[src/sv/assert_macros.svh]
// assertion macros shared by the segmenter rtl
// no dependencies
`ifndef ASSERT_MACROS_SVH
`define ASSERT_MACROS_SVH

// expression holds at every clock edge outside reset
`define ASSERT_ALWAYS(label, clk, rst_n, expr) \
    label: assert property (@(posedge clk) disable iff (!(rst_n)) (expr)) \
        else $error("assertion failed");

// antecedent implies consequent in the same cycle
`define ASSERT_IMPLIES(label, clk, rst_n, ante, cons) \
    label: assert property (@(posedge clk) disable iff (!(rst_n)) (ante) |-> (cons)) \
        else $error("assertion failed");

`endif

[src/sv/mrfs_pkg.sv]
// types, constants and helpers for the reply frame segmenter
// used by mrfs_front, mrfs_back and the top level
package mrfs_pkg;

    localparam int MAX_FRAME_LENGTH = 32;
    localparam int FLEN_W           = 6;
    localparam int QUEUE_DEPTH      = 4;
    localparam int QUEUE_AW         = 2;

    localparam logic [FLEN_W-1:0] FLEN_RESET = 6'd6;
    localparam logic [FLEN_W-1:0] FLEN_MIN   = 6'd2;
    localparam logic [FLEN_W-1:0] FLEN_MAX   = FLEN_W'(MAX_FRAME_LENGTH);

    localparam logic [7:0] HDR_START = 8'h10;
    localparam logic [7:0] HDR_ERROR = 8'h20;
    localparam logic [3:0] SEQ_MASK  = 4'hF;

    // register index decoded from paddr[2]
    localparam logic REG_FRAME_LENGTH = 1'b0;

    localparam logic OP_START = 1'b0;
    localparam logic OP_DATA  = 1'b1;

    typedef enum logic {
        K_START = 1'b0,
        K_DATA  = 1'b1
    } t_kind;

    typedef struct packed {
        t_kind      kind;
        logic [7:0] cmd;
        logic [7:0] rlen;
        logic       err;
        logic [7:0] data;
    } t_item;

    typedef struct packed {
        logic  valid;
        t_item item;
    } t_q_head;

    function automatic logic [FLEN_W-1:0] clamp_len(input logic [FLEN_W-1:0] raw);
        logic [FLEN_W-1:0] l;
        l = raw;
        if (l < FLEN_MIN) l = FLEN_MIN;
        if (l > FLEN_MAX) l = FLEN_MAX;
        return l;
    endfunction

endpackage

[src/sv/msp_reply_frame_segmenter_core.sv]
// top level of the reply frame segmenter: config register, front queue, back engine
// depends on mrfs_pkg, mrfs_front and mrfs_back
// an accepted item is registered in the front queue, from which the idle back end
//   dispatches it; the item's first byte is registered at the output after dispatch,
//   then one byte per cycle unless m_axis_tready stalls; an item costs the engine a
//   dispatch plus one output register load per byte, and ignored data is only popped
// reset: synchronous active low, clears queue and frame state, frame_length to 6
module msp_reply_frame_segmenter_core (
    input  logic        i_clk,
    input  logic        i_rst_n,
    input  logic        s_axis_tvalid,
    output logic        s_axis_tready,
    input  logic [31:0] s_axis_tdata,  // reply_cmd, reply_length, reply_error, data_byte
    input  logic        s_axis_tuser,  // opcode
    output logic        m_axis_tvalid,
    input  logic        m_axis_tready,
    output logic [7:0]  m_axis_tdata,  // out_byte
    output logic        m_axis_tlast,  // end_of_frame
    output logic [1:0]  m_axis_tuser,  // last_of_run, end_of_reply
    input  logic        psel,
    input  logic        penable,
    input  logic        pwrite,
    input  logic [2:0]  paddr,
    input  logic [31:0] pwdata,
    output logic [31:0] prdata,
    output logic        pready
);
    import mrfs_pkg::*;

    logic [FLEN_W-1:0] r_frame_length;
    t_q_head           head;
    logic              pop;

    assign pready = 1'b1;

    always_ff @(posedge i_clk) begin
        if (!i_rst_n) begin
            r_frame_length <= FLEN_RESET;
        end else if (psel && penable && pwrite && pready && (paddr[2] == REG_FRAME_LENGTH)) begin
            r_frame_length <= pwdata[FLEN_W-1:0];
        end
    end

    assign prdata = (paddr[2] == REG_FRAME_LENGTH) ? {{(32-FLEN_W){1'b0}}, r_frame_length}
                                                   : 32'h0;

    mrfs_front u_front (
        .i_clk         (i_clk),
        .i_rst_n       (i_rst_n),
        .s_axis_tvalid (s_axis_tvalid),
        .s_axis_tready (s_axis_tready),
        .s_axis_tdata  (s_axis_tdata),
        .s_axis_tuser  (s_axis_tuser),
        .i_pop         (pop),
        .o_head        (head)
    );

    mrfs_back u_back (
        .i_clk          (i_clk),
        .i_rst_n        (i_rst_n),
        .i_frame_length (r_frame_length),
        .i_head         (head),
        .o_pop          (pop),
        .m_axis_tvalid  (m_axis_tvalid),
        .m_axis_tready  (m_axis_tready),
        .m_axis_tdata   (m_axis_tdata),
        .m_axis_tlast   (m_axis_tlast),
        .m_axis_tuser   (m_axis_tuser)
    );

endmodule

[src/sv/mrfs_front.sv]
// front end: accepts input transactions, classifies them and queues them
// depends on mrfs_pkg and assert_macros.svh
`include "assert_macros.svh"

module mrfs_front (
    input  logic              i_clk,
    input  logic              i_rst_n,
    input  logic              s_axis_tvalid,
    output logic              s_axis_tready,
    input  logic [31:0]       s_axis_tdata,  // reply_cmd, reply_length, reply_error, data_byte
    input  logic              s_axis_tuser,  // opcode
    input  logic              i_pop,
    output mrfs_pkg::t_q_head o_head
);
    import mrfs_pkg::*;

    t_item                 r_mem [QUEUE_DEPTH];
    logic [QUEUE_AW-1:0]   r_wr;
    logic [QUEUE_AW-1:0]   r_rd;
    logic [QUEUE_AW:0]     r_count;
    logic                  push;
    logic                  pop;
    t_item                 in_item;

    assign s_axis_tready = (r_count < (QUEUE_AW+1)'(QUEUE_DEPTH));
    assign push          = s_axis_tvalid && s_axis_tready;
    assign pop           = i_pop && (r_count != '0);

    always_comb begin
        in_item.kind = (s_axis_tuser == OP_DATA) ? K_DATA : K_START;
        in_item.cmd  = s_axis_tdata[7:0];
        in_item.rlen = s_axis_tdata[15:8];
        in_item.err  = s_axis_tdata[16];
        in_item.data = s_axis_tdata[24:17];
    end

    always_ff @(posedge i_clk) begin
        if (push) begin
            r_mem[r_wr] <= in_item;
        end
    end

    always_ff @(posedge i_clk) begin
        if (!i_rst_n) begin
            r_wr    <= '0;
            r_rd    <= '0;
            r_count <= '0;
        end else begin
            if (push) r_wr <= r_wr + 1'b1;
            if (pop)  r_rd <= r_rd + 1'b1;
            unique case ({push, pop})
                2'b10:   r_count <= r_count + 1'b1;
                2'b01:   r_count <= r_count - 1'b1;
                default: r_count <= r_count;
            endcase
        end
    end

    assign o_head.valid = (r_count != '0);
    assign o_head.item  = r_mem[r_rd];

    `ASSERT_ALWAYS(a_count_bound, i_clk, i_rst_n, r_count <= (QUEUE_AW+1)'(QUEUE_DEPTH))
    `ASSERT_IMPLIES(a_ptr_gap, i_clk, i_rst_n, (r_count == '0) || (r_count == (QUEUE_AW+1)'(QUEUE_DEPTH)), r_wr == r_rd)

endmodule

[src/sv/mrfs_back.sv]
// back end: turns queued items into frame bytes, one byte per transaction
// depends on mrfs_pkg and assert_macros.svh
`include "assert_macros.svh"

module mrfs_back (
    input  logic                        i_clk,
    input  logic                        i_rst_n,
    input  logic [mrfs_pkg::FLEN_W-1:0] i_frame_length,
    input  mrfs_pkg::t_q_head           i_head,
    output logic                        o_pop,
    output logic                        m_axis_tvalid,
    input  logic                        m_axis_tready,
    output logic [7:0]                  m_axis_tdata,  // out_byte
    output logic                        m_axis_tlast,  // end_of_frame
    output logic [1:0]                  m_axis_tuser   // last_of_run, end_of_reply
);
    import mrfs_pkg::*;

    typedef enum logic [2:0] {
        S_IDLE,
        S_SHDR,
        S_SLEN,
        S_DHDR,
        S_DATA,
        S_FHDR,
        S_CSUM,
        S_PAD
    } t_state;

    t_state            r_state;
    logic [3:0]        r_seq;
    logic [7:0]        r_csum;
    logic [7:0]        r_bl;
    logic [FLEN_W-1:0] r_fp;
    logic              r_open;
    logic [7:0]        r_rlen;
    logic              r_err;
    logic [7:0]        r_data;

    logic              r_out_valid;
    logic [7:0]        r_out_byte;
    logic              r_out_eof;
    logic              r_out_eor;
    logic              r_out_last;

    logic [FLEN_W-1:0] len;
    logic              adv;
    logic [7:0]        new_bl;
    logic [7:0]        em_byte;
    logic [8:0]        em_after;
    logic [FLEN_W-1:0] fp_inc;
    logic              eof;
    logic              eor;
    logic [FLEN_W-1:0] fp_norm;

    assign len     = clamp_len(i_frame_length);
    assign adv     = !r_out_valid || m_axis_tready;
    assign o_pop   = (r_state == S_IDLE) && i_head.valid;
    assign new_bl  = r_bl - 8'd1;
    assign fp_inc  = r_fp + 1'b1;
    assign eof     = (fp_inc >= len);
    assign fp_norm = (r_fp >= len) ? '0 : r_fp;

    always_comb begin
        em_byte  = 8'h00;
        em_after = 9'd0;
        unique case (r_state)
            S_SHDR: begin
                em_byte  = HDR_START | {4'b0, r_seq & SEQ_MASK} | (r_err ? HDR_ERROR : 8'h00);
                em_after = {1'b0, r_rlen} + 9'd2;
            end
            S_SLEN: begin
                em_byte  = r_rlen;
                em_after = {1'b0, r_rlen} + 9'd1;
            end
            S_DHDR: begin
                em_byte  = {4'b0, r_seq & SEQ_MASK};
                em_after = {1'b0, r_bl} + 9'd1;
            end
            S_DATA: begin
                em_byte  = r_data;
                em_after = {1'b0, new_bl} + 9'd1;
            end
            S_FHDR: begin
                em_byte  = {4'b0, r_seq & SEQ_MASK};
                em_after = 9'd1;
            end
            S_CSUM: begin
                em_byte  = r_csum;
                em_after = 9'd0;
            end
            S_PAD, S_IDLE: begin
                em_byte  = 8'h00;
                em_after = 9'd0;
            end
            default: begin
                em_byte  = 8'h00;
                em_after = 9'd0;
            end
        endcase
    end

    assign eor = (({4'b0, r_fp} + 10'd1 + {1'b0, em_after}) <= {4'b0, len});

    always_ff @(posedge i_clk) begin
        if (!i_rst_n) begin
            r_state     <= S_IDLE;
            r_seq       <= '0;
            r_csum      <= '0;
            r_bl        <= '0;
            r_fp        <= '0;
            r_open      <= 1'b0;
            r_out_valid <= 1'b0;
        end else begin
            if (r_state == S_IDLE) begin
                if (m_axis_tready) r_out_valid <= 1'b0;
                if (i_head.valid) begin
                    if (i_head.item.kind == K_START) begin
                        r_rlen  <= i_head.item.rlen;
                        r_err   <= i_head.item.err;
                        r_bl    <= i_head.item.rlen;
                        r_csum  <= i_head.item.rlen ^ i_head.item.cmd;
                        r_open  <= 1'b1;
                        r_fp    <= '0;
                        r_state <= S_SHDR;
                    end else if (r_open) begin
                        r_data  <= i_head.item.data;
                        r_fp    <= fp_norm;
                        r_state <= (fp_norm == '0) ? S_DHDR : S_DATA;
                    end
                end
            end else if (adv) begin
                r_out_valid <= 1'b1;
                r_out_byte  <= em_byte;
                r_out_eof   <= eof;
                r_out_eor   <= eor;
                r_fp        <= eof ? '0 : fp_inc;
                unique case (r_state)
                    S_SHDR: begin
                        r_out_last <= 1'b0;
                        r_seq      <= r_seq + 1'b1;
                        r_state    <= S_SLEN;
                    end
                    S_SLEN: begin
                        r_out_last <= (r_rlen != 8'd0);
                        if (r_rlen == 8'd0) r_state <= eof ? S_FHDR : S_CSUM;
                        else                r_state <= S_IDLE;
                    end
                    S_DHDR: begin
                        r_out_last <= 1'b0;
                        r_seq      <= r_seq + 1'b1;
                        r_state    <= S_DATA;
                    end
                    S_DATA: begin
                        r_bl       <= new_bl;
                        r_csum     <= r_csum ^ r_data;
                        r_out_last <= (new_bl != 8'd0);
                        if (new_bl == 8'd0) r_state <= eof ? S_FHDR : S_CSUM;
                        else                r_state <= S_IDLE;
                    end
                    S_FHDR: begin
                        r_out_last <= 1'b0;
                        r_seq      <= r_seq + 1'b1;
                        r_state    <= S_CSUM;
                    end
                    S_CSUM, S_PAD: begin
                        r_out_last <= eof;
                        if (eof) begin
                            r_open  <= 1'b0;
                            r_bl    <= '0;
                            r_state <= S_IDLE;
                        end else begin
                            r_state <= S_PAD;
                        end
                    end
                    default: begin
                        r_out_last <= 1'b0;
                        r_state    <= S_IDLE;
                    end
                endcase
            end
        end
    end

    assign m_axis_tvalid = r_out_valid;
    assign m_axis_tdata  = r_out_byte;
    assign m_axis_tlast  = r_out_eof;
    assign m_axis_tuser  = {r_out_last, r_out_eor};

    `ASSERT_IMPLIES(a_busy_open, i_clk, i_rst_n, r_state != S_IDLE, r_open)
    `ASSERT_IMPLIES(a_eof_pos, i_clk, i_rst_n, r_out_valid && r_out_eof, r_fp == '0)

endmodule
[config.mk]
export PLATFORM = sky130hd
export DESIGN_NAME = msp_reply_frame_segmenter_core
export DESIGN_NICKNAME = d
export VERILOG_FILES = /design/src/sv/mrfs_pkg.sv /design/src/sv/msp_reply_frame_segmenter_core.sv /design/src/sv/mrfs_front.sv /design/src/sv/mrfs_back.sv
export VERILOG_INCLUDE_DIRS = /design/src /design/src/sv
export SDC_FILE = /design/constraint.sdc
export NUM_CORES = 1
export LEC_CHECK = 0
export BUFFER_PORTS_ARGS = -buffer_cell sky130_fd_sc_hd__buf_2
export CORE_ASPECT_RATIO = 1.75
export CORE_MARGIN = 2
export CORE_UTILIZATION = 40
export CTS_BUF_LIST = sky130_fd_sc_hd__clkbuf_4 sky130_fd_sc_hd__clkbuf_8 sky130_fd_sc_hd__clkbuf_16
export DETAILED_ROUTE_END_ITERATION = 6
export PLACE_DENSITY = 0.59
export SLEW_MARGIN = 30
export SYNTH_ARGS = -nofsm -noshare
export SYNTH_HDL_FRONTEND = slang
export SYNTH_SLANG_ARGS = --single-unit
[constraint.sdc]
create_clock -name i_clk -period 3.27 [get_ports i_clk]
set_input_delay 0.327 -clock i_clk [delete_from_list [all_inputs] [get_ports i_clk]]
set_output_delay 0.327 -clock i_clk [all_outputs]
set_load 0.03 [all_outputs]
# ---- After elaboration in Yosys (flattened, before gate mapping)
# Memory sizes are Yosys's and may differ from the RTL's. A register that Yosys moved wholly into a read port is not among the register bits.
# Index checks and enable logic that the tools add are counted.
dict set report classes {
  n_bitwise 6
  reduce_logical 35
  muxes 51
  multipliers 0
  magnitude_cmp 6
  n_eq_ne 14
  n_addsub 13
  n_div 0
  n_shift 0
}
# operator count
set ops {}
lappend ops {{$mux W8} 10}
lappend ops {{$mux W6} 11}
lappend ops {{$pmux W9 S6} 1}
lappend ops {{$pmux W8 S6} 1}
lappend ops {{$add A8 B1 Y9 const B} 3}
lappend ops {{$mux W3} 9}
lappend ops {{$pmux W3 S6} 1}
lappend ops {{$logic_not A8 Y1} 2}
lappend ops {{$pmux W8 S2} 1}
lappend ops {{$reduce_bool A8 Y1} 2}
lappend ops {{$xor A8 B8 Y8} 2}
lappend ops {{$reduce_and A5 Y1} 3}
lappend ops {{$eq A3 B3 Y1 const B} 4}
lappend ops {{$ge A6 B6 Y1} 2}
lappend ops {{$mux W1} 12}
lappend ops {{$add A10 B9 Y10} 1}
lappend ops {{$le A10 B6 Y1} 1}
lappend ops {{$reduce_bool A2 Y1} 5}
lappend ops {{$add A8 B2 Y9 const B} 1}
lappend ops {{$reduce_and A3 Y1} 3}
lappend ops {{$or A5 B8 Y8} 1}
lappend ops {{$reduce_and A4 Y1} 2}
lappend ops {{$sub A8 B1 Y8 const B} 1}
lappend ops {{$add A6 B1 Y7 const B} 1}
lappend ops {{other kinds (29)} 45}
dict set report word_totals {
  ram_bits 104
  mem_count 1
  ff_bits 72
  inputBits 75
  romBits 0
  word_cells 144
  latchBits 0
  out_inout_bits 46
}
# name depth width read_ports rd_clocked_by_memory_dff wr line_no
set memory_table {}
lappend memory_table {u_front.r_mem 4 26 1 1 1 mrfs_front.sv:17} ;# t_item r_mem [QUEUE_DEPTH];

# ---- Longest topological paths before layout
# Gate-level depths: netlist (run 1).
dict set report depth {
  word_depth 12
  depth_mapped 20
}

# ---- Cells and area by module
# A second synthesis (run 1) with hierarchy kept.
dict set report hier_totals {
  cells_unflattened 757
  hier_area_um2 9148.8
}
# mod instances cells_each area_per_inst_um2
set modules_own_cells {}
lappend modules_own_cells {mrfs_back 1 510 4355.4}
lappend modules_own_cells {mrfs_front 1 185 4270.3}
lappend modules_own_cells {msp_reply_frame_segmenter_core 1 62 523.0}

# ---- Worst setup path before layout (run 1)
# OpenSTA, ideal clock, no wires.
dict set report synth_path {
  path_type {reg2reg}
  start {reg u_back.r_state[2]}
  end {reg u_back.r_out_eor, data pin}
  required_ps 3006
  setup_ps 264
  stages_incl_launch_ff 20
  path_slack_ps -251
  arrival_ps 3257
  n_path_buf 2
  cell_sequence {dfxtp_1 buf_2 or3b_1 buf_2 o221a_2 ha_1 nand2_1 o21ai_0 inv_1 fa_1 nor2b_1 o31a_1 a21oi_1 ha_1 and3_1 o21ai_0 a21boi_0 o21ai_0 o2111ai_1 a21oi_1}
}
dict set report synth_via {
  elab_chain_len 5
  elab_cells_between_ends 12
}
# item line_no
set synth_rtl {}
lappend synth_rtl {{start: declaration} mrfs_back.sv:30} ;# t_state r_state;
lappend synth_rtl {{start signal: assignment} mrfs_back.sv:129} ;# r_state <= (fp_norm == '0) ? S_DHDR : S_DATA;
lappend synth_rtl {{start signal: assignment} mrfs_back.sv:146} ;# if (r_rlen == 8'd0) r_state <= eof ? S_FHDR : S_CSUM;
lappend synth_rtl {{start signal: assignment} mrfs_back.sv:158} ;# if (new_bl == 8'd0) r_state <= eof ? S_FHDR : S_CSUM;
lappend synth_rtl {{$eq A3 B3 Y1 or $logic_not A3 Y1 (tied branches)} mrfs_back.sv:67} ;# unique case (r_state)
lappend synth_rtl {{$reduce_or A3 Y1 (no source line)} --}
lappend synth_rtl {{$pmux W9 S6 (*)} mrfs_back.sv:67}
lappend synth_rtl {{$add A10 B9 Y10 (*)} mrfs_back.sv:103} ;# assign eor = (({4'b0, r_fp} + 10'd1 + {1'b0, em_after}) <= {4'b0, len});
lappend synth_rtl {{$le A10 B6 Y1 (*)} mrfs_back.sv:103}
lappend synth_rtl {{net u_back.eor} mrfs_back.sv:53} ;# logic eor;
lappend synth_rtl {{end signal: assignment} mrfs_back.sv:136} ;# r_out_eor <= eor;
lappend synth_rtl {{end: declaration} mrfs_back.sv:43} ;# logic r_out_eor;
# Mark *: on every way through the listed nets, which the timed path passes. The rest lies on a longest branch.
# A chain may end at the register's enable or synchronous reset.

# ---- Worst setup path in the final report (run 1)
dict set report layout_path {
  start {reg u_back.r_state[1]}
  end {reg u_back.r_out_eor, data pin}
}
# Same word-level chain as after synthesis.

==> results_dict.tcl, run 1 <==
set metrics [dict create \
    vias_per_cell 5.34 \
    num_vias 6293 \
    finalWirelength_um 21600 \
    gp_congestion 0.822 \
    area_growth_pct 19.5 \
    r2r-start "u_back.r_state[1]" \
    synthTopCellsByCount "edfxtp_1, nor2_1, o21ai_0" \
    grt_antenna_before_repair 0 \
    critPathLaunch "u_back.r_state[1]" \
    num_antenna_cells 0 \
    ir_drop_mv 0.480 \
    synth_top_area_share_pct 43.8 \
    dr.pass1.iters 4 \
    layout_setup_ws_ps -214 \
    synthFlopType "edfxtp_1" \
    rsz0062_at_grt "yes" \
    finalCritPeriodShare_pct 107 \
    ioPinCount 121 \
    worstPathRequired_ps 3540 \
    fin_skew_ps 10.4 \
    cts_root_buf "clkbuf_16" \
    synth-edff-count 132 \
    finalSetupViolations 1 \
    ctsHoldBuffers 0 \
    drt_iter0_markers 287 \
    dieArea_mm2 0.0239 \
    syn_area_mm2 0.00905 \
    drcViolationCount 0 \
    synthCells 755 \
    place_ws_ps -361 \
    core_area_mm2 0.0222 \
    gr-usage-all-layers_pct 18.7 \
    startpoint_type "flip-flop" \
    cts_buffers 17 \
    leakage_nw 4.09 \
    cts_tree "yes" \
    insertion_delay_ps 430 \
    drive_gt1_share_pct 28.0 \
    critPathKind "flip-flop to flip-flop" \
    nets 983 \
    violations "negative setup slack" \
    yosysMostFrequentCell "edfxtp_1" \
    clkTransAtPathRegs_ps 70 \
    die_x_um 118 \
    p_int_w 0.00632 \
    ys_seq_area_share_pct 54.0 \
    cp_top_family "compound AO/OA/AOI/OAI gates" \
    synth_area_leaders "edfxtp_1, dfxtp_1, mux4_2" \
    p_clk_share_pct 20.4 \
    powerDensity_mw_per_mm2 949 \
    dp_hpwl_um 16000 \
    cts_sinks 178 \
    async_reset_ff_share_pct 0 \
    worst_path_max_delay_cell "or3b_4" \
    cts_buffer_depth 2 \
    avgSynthCellArea_um2 12.0 \
    grt_pass1_wl_um 34500 \
    finalSetupTns_ps -214 \
    cp_data_arrival_time_ps 3760 \
    hp-start "s_axis_tdata[19]" \
    hold_violations 0 \
    p_switching_w 0.00394 \
    path_cells "or3b_4 > buf_6 > o21ai_2 > a211o_1 > nand3_2 > xnor2_2 > o22ai_1 > ha_1 > o21a_1 > o31a_1 > a21oi_2 > ha_1 > and3_4 > o21ai_2 > a21boi_2 > o21ai_1 > o2111ai_1 > a21oi_1" \
    htree_levels 4 \
    hold_path.class "input port to flip-flop" \
    post-route-min-period_ps 3480 \
    cp_max_fo 6 \
    grt_pass1_vias 6451 \
    synth_warnings 0 \
    initial_core_util_pct 40.8 \
    status "finished with violations" \
    max_freq_ghz 0.287 \
    ant_nets 0 \
    avgRoutedWirePerCell_um 18.4 \
    critPathCaptureType "flip-flop" \
    grt-ovfl-total 0 \
    std_cell_rows 72 \
    tightest_slew_ps 780 \
    fin_util_pct 48.8 \
    grt_start_max_net_pins 43 \
    comb_power_share_pct 48.4 \
    slew_violations 0 \
    relSlewSlack_pct 46.6 \
    ys_ff_latch 178 \
    swShare_pct 38.4 \
    synth_top_area_cell "edfxtp_1" \
    drv_cap 0 \
    slowest_delay_ps 450 \
    io_buffer_count 58 \
    die_h_um 203 \
    seqPwrFrac_pct 31.2 \
    synth_cell_types 73 \
    critPathBufInv 1 \
]
==> path summary, 6_finish.rpt <==
check / end / slack [ps] / cells after the start
setup reg to reg: u_back.r_out_eor / -210 / 18
hold reg to reg: r_frame_length[5] / 500 / 2
hold / removal: u_front.r_mem[0][2] / 110 / 1
setup / recovery: u_back.r_out_eor / -210 / 18
==> registers in the layout (all words and copies together) (netlist names), 2 cells and up, named ones only <==
register             flops
u_back.r_fp              6
u_back.r_rlen            8
r_frame_length           6
u_back.r_data            8
u_front.r_mem          104
u_back.r_state           3
u_front.r_count          3
u_back.r_bl              8
u_front.r_wr             2
u_back.m_axis_tdata      8
u_back.r_csum            8
u_front.r_rd             2
u_back.r_seq             4
==> cell families after synthesis <==
group,synth area share [%]
AOI/OAI and AO/OA,11.5
and+or+nand+nor,11.9
muxes,8.46
adders and majority gates,5.42
DFF,54.0
buffers and inverters,5.41
other,0.0830
xor gates and xnor gates,3.19
==> final cells by class <==
cell class / instances / area (µm²)
fillers: 2024 / 11400
flip-flops and latches: 178 / 4890
clock inverters: 14 / 179
clock buffers: 17 / 425
multi-input cells: 511 / 3940
well taps: 296 / 370
repair buffers: 141 / 928
inverters: 21 / 78.8
==> cells in the final DEF (no fill, tap or decap), types with 7 or more instances in the layout <==
master     Yosys  final
mux2i_1        9      9
nor2b_1       11     10
clkbuf_16      0     17
nor2_1        66     64
conb_1         2     27
a21oi_1       34     30
mux4_2        26     26
edfxtp_1     132    132
inv_1         20     20
buf_2         10     58
ha_1          36     35
mux2_2         8      8
xor2_1         9      8
nand3b_1      10     10
nor3_1        17     14
buf_4         30     79
nand3_1       19     17
nand2b_1       7      7
a22oi_1       14     14
xnor2_1       24     22
nand2_1       32     32
o21ai_0       49     42
dfxtp_1       46     42
==> through the flow <==
| step | cell area (µm²) | std cells | hold slack, ps | total power [W] |
|---|---|---|---|---|
| global placement | 9990 | 1139 | 481 | 0.00792 |
| finish | 10800 | 1178 | 110 | 0.0103 |
| detailed placement | 9990 | 1139 | 485 | 0.00796 |
| global route | 10800 | 1178 | 102 | 0.0109 |
| floorplan | 9190 | 780 | 389 | 0.00643 |
| CTS | 10800 | 1177 | 93.6 | 0.0103 |
==> routing by layer <==
layer | wire [µm] | GRT usage, % | up-vias
met5 | 0 | 0 | -
li1 | - | - | 3020
met2 | 12600 | 37.1 | 129
met1 | 7730 | 18.5 | 3103
met3 | 486 | 2.42 | 41
met4 | 862 | 9.47 | 0
==> power groups by stage <==
stage	combinational [W]	sequential [W]	clock, W
3_3_place_gp	0.00469	0.00323	0
3_5_place_dp	0.00471	0.00324	0
4_1_cts	0.00496	0.00320	0.00213
6_report	0.00497	0.00321	0.00209
5_1_grt	0.00546	0.00325	0.00222
2_1_floorplan	0.00321	0.00322	0
==> timing repair <==
item / in CTS / in global routing
setup endpoints to repair: 1 / 2
gates resized for setup: 36 / 4
pin swaps: 29 / 5
endpoints found under the hold margin: 0 / 0
setup buffers: 8 / 1
No activity file was read; power rests on OpenSTA's default activity.
==> run 2, diff against run 1 <==
--- a/config.mk
+++ b/config.mk
@@ -6,7 +6,8 @@
 export SDC_FILE = /design/constraint.sdc
 export NUM_CORES = 1
 export LEC_CHECK = 0
-export BUFFER_PORTS_ARGS = -buffer_cell sky130_fd_sc_hd__buf_2
+export ABC_AREA = 1
+export BUFFER_PORTS_ARGS = -buffer_cell sky130_fd_sc_hd__buf_4
 export CORE_ASPECT_RATIO = 1.75
 export CORE_MARGIN = 2
 export CORE_UTILIZATION = 40
==> run 2 against run 1 <==
Effect of this change:
- the flow still finishes with violations (negative setup slack)
- critical endpoint unchanged
- critical path depth increased by 7
- routed wire length increased by 3.5%
- hold slack got worse by 23 ps
- synthesized cell count increased by 31%
==> results_dict.tcl, run 2 <==
set metrics [dict create \
    status "finished with violations" \
    violations "negative setup slack" \
    num_vias 7110 \
    io_buffer_count 58 \
    ctsHoldBuffers 0 \
    drt_iter0_markers 315 \
    insertion_delay_ps 440 \
    powerDensity_mw_per_mm2 849 \
    synth-edff-count 132 \
    cts_root_buf "clkbuf_16" \
    clkTransAtPathRegs_ps 60 \
    ys_ff_latch 178 \
    dieArea_mm2 0.0244 \
    grt_pass1_wl_um 35900 \
    cts_buffers 17 \
    vias_per_cell 4.97 \
    layout_setup_ws_ps -172 \
    grt_pass1_vias 7181 \
    layout_common_cells "nand2_1, buf_4, edfxtp_1" \
    fin_util_pct 49.2 \
    critPathCaptureType "flip-flop" \
    htree_levels 4 \
    syn_area_mm2 0.00926 \
    grt_antenna_before_repair 0 \
    gr-usage-all-layers_pct 19.2 \
    core_area_mm2 0.0227 \
    largest-register "u_front.r_mem" \
    async_reset_ff_share_pct 0 \
    num_antenna_cells 0 \
    layout_commonest_cell "nand2_1" \
    gp_congestion 0.893 \
    area_growth_pct 21.0 \
    rsz0062_at_grt "yes" \
    ir_drop_mv 0.483 \
    dp_hpwl_um 16400 \
    place_ws_ps -299 \
    drv_cap 0 \
    synth_warnings 0 \
    synth_area_leaders "edfxtp_1, dfxtp_1, nand2_1" \
    drive_gt1_share_pct 22.6 \
    grt-ovfl-total 0 \
    initial_core_util_pct 40.7 \
    ioPinCount 121 \
    synth_top_area_cell "edfxtp_1" \
    synth_top_area_share_pct 42.8 \
    fill_cells 2111 \
    worstPathRequired_ps 3470 \
    cts_sinks 178 \
    critPathKind "flip-flop to flip-flop" \
    drcViolationCount 0 \
    post-route-min-period_ps 3440 \
    cts_tree "yes" \
    fin_skew_ps 9.08 \
    synth_cell_types 47 \
    ys_seq_area_share_pct 52.8 \
    finalSetupViolations 1 \
    grt_start_max_net_pins 41 \
    max_freq_ghz 0.291 \
    nets 1234 \
    cts_buffer_depth 2 \
    hold_violations 0 \
    std_cell_rows 73 \
    die_h_um 205 \
    synthCells 992 \
    finalWirelength_um 22400 \
    cp_data_arrival_time_ps 3640 \
    die_x_um 119 \
    slew_violations 0 \
    synthFlopType "edfxtp_1" \
    fin_total_pwr_w 0.00951 \
    yosysMostFrequentCell "nand2_1" \
    leakage_nw 4.68 \
    largest_register_ffs 104 \
    relSlewSlack_pct 61.4 \
    tightest_slew_ps 577 \
    synthTopCellsByCount "nand2_1, edfxtp_1, inv_1" \
    hold_path.class "input port to flip-flop" \
    avgRoutedWirePerCell_um 15.6 \
    finalCritPeriodShare_pct 105 \
    dr.pass1.iters 5 \
    ant_nets 0 \
    avgSynthCellArea_um2 9.33 \
    startpoint_type "flip-flop" \
    cp_max_fo 3 \
]
-- run 2: cell types whose count changed after synthesis, moves of 20 or more --
cell | previous run | this run
o22ai_1 | 4 | 28
o21ai_0 | 49 | 85
inv_1 | 20 | 110
nand3_1 | 19 | 61
a21oi_1 | 34 | 59
nor2_1 | 66 | 86
nand2_1 | 32 | 163
mux4_2 | 26 | 0
-- run 2: what timing repair did --
action,in CTS,in global routing
endpoints found under the setup margin,1,1
gates cloned,0,0
pin swaps,18,23
buffers inserted,4,2
resized for setup,12,21
-- run 2: report_power, final --
part	total, W	internal (W)	leakage (nW)	switching (W)
Combinational	0.00444	0.00168	2.82	0.00275
Clock	0.00199	0.00113	0.269	0.000858
Sequential	0.00308	0.00288	1.59	0.000202
-- run 2: cell families after synthesis --
kind of cell	synth area share (%)
other	0.0811
DFF	52.8
adders and majority gates	5.30
AOI/OAI and AO/OA	12.6
xor gates and xnor gates	2.55
buffers and inverters	8.83
and+or+nand+nor	17.9
-- run 2: layout make-up --
| class | count | area (µm²) | share of cell area (%) |
|---|---|---|---|
| inverters | 124 | 485 | 4.33 |
| flip-flops and latches | 178 | 4900 | 43.7 |
| clock buffers | 18 | 433 | 3.87 |
| clock inverters | 12 | 133 | 1.18 |
| well taps | 300 | 375 | 3.35 |
| repair buffers | 142 | 1080 | 9.63 |
| multi-input cells | 658 | 3800 | 33.9 |
-- run 2: worst paths after layout --
check	startpoint	depth (start not counted)	end	slack, ps
hold reg to reg	u_front.r_rd[1]	2	flip-flop	470
setup / recovery	u_back.r_bl[0]	25	u_back.r_out_eor	-170
setup reg to reg	u_back.r_bl[0]	25	u_back.r_out_eor	-170
hold / removal	s_axis_tdata[19]	1	u_front.r_mem[3][2]	90
-- run 2: through the flow --
stage | cell area, µm² | TNS [ps] | instances | hold slack [ps]
finish | 11200 | -172 | 1432 | 86.9
global placement | 10500 | -219 | 1396 | 453
detailed placement | 10500 | -299 | 1396 | 457
floorplan | 9420 | -41.6 | 1017 | 426
CTS | 11100 | -193 | 1430 | 72.1
global route | 11200 | -438 | 1432 | 76.0
-- run 2: per-layer routing --
metal  share of wire [%]  vias up  track usage [%]
met5                   0        -                0
met4                 4.8        0             11.2
met3                 2.5       55             2.69
li1                    -     3596                -
met1                  36     3331             18.4
met2                  57      128             38.0
-- run 2: critical path, stage by stage (launching register included) --
cell and delay (ps):
dfxtp_2 360, clkinv_4 70, ha_4 240, o21ai_2 100
inv_1 60, nand2_2 120, ha_4 160, nand2_4 50
nand2_1 70, o21ai_2 50, ha_1 330, a21oi_2 170
nand2_2 80, a21oi_2 150, o21bai_2 80, xor2_1 150
ha_1 300, nand2_1 70, inv_2 60, nand3_2 70
o2111ai_2 170, o21ai_2 80, nand2_1 80, inv_2 40
nand3_2 50, nor2_2 40
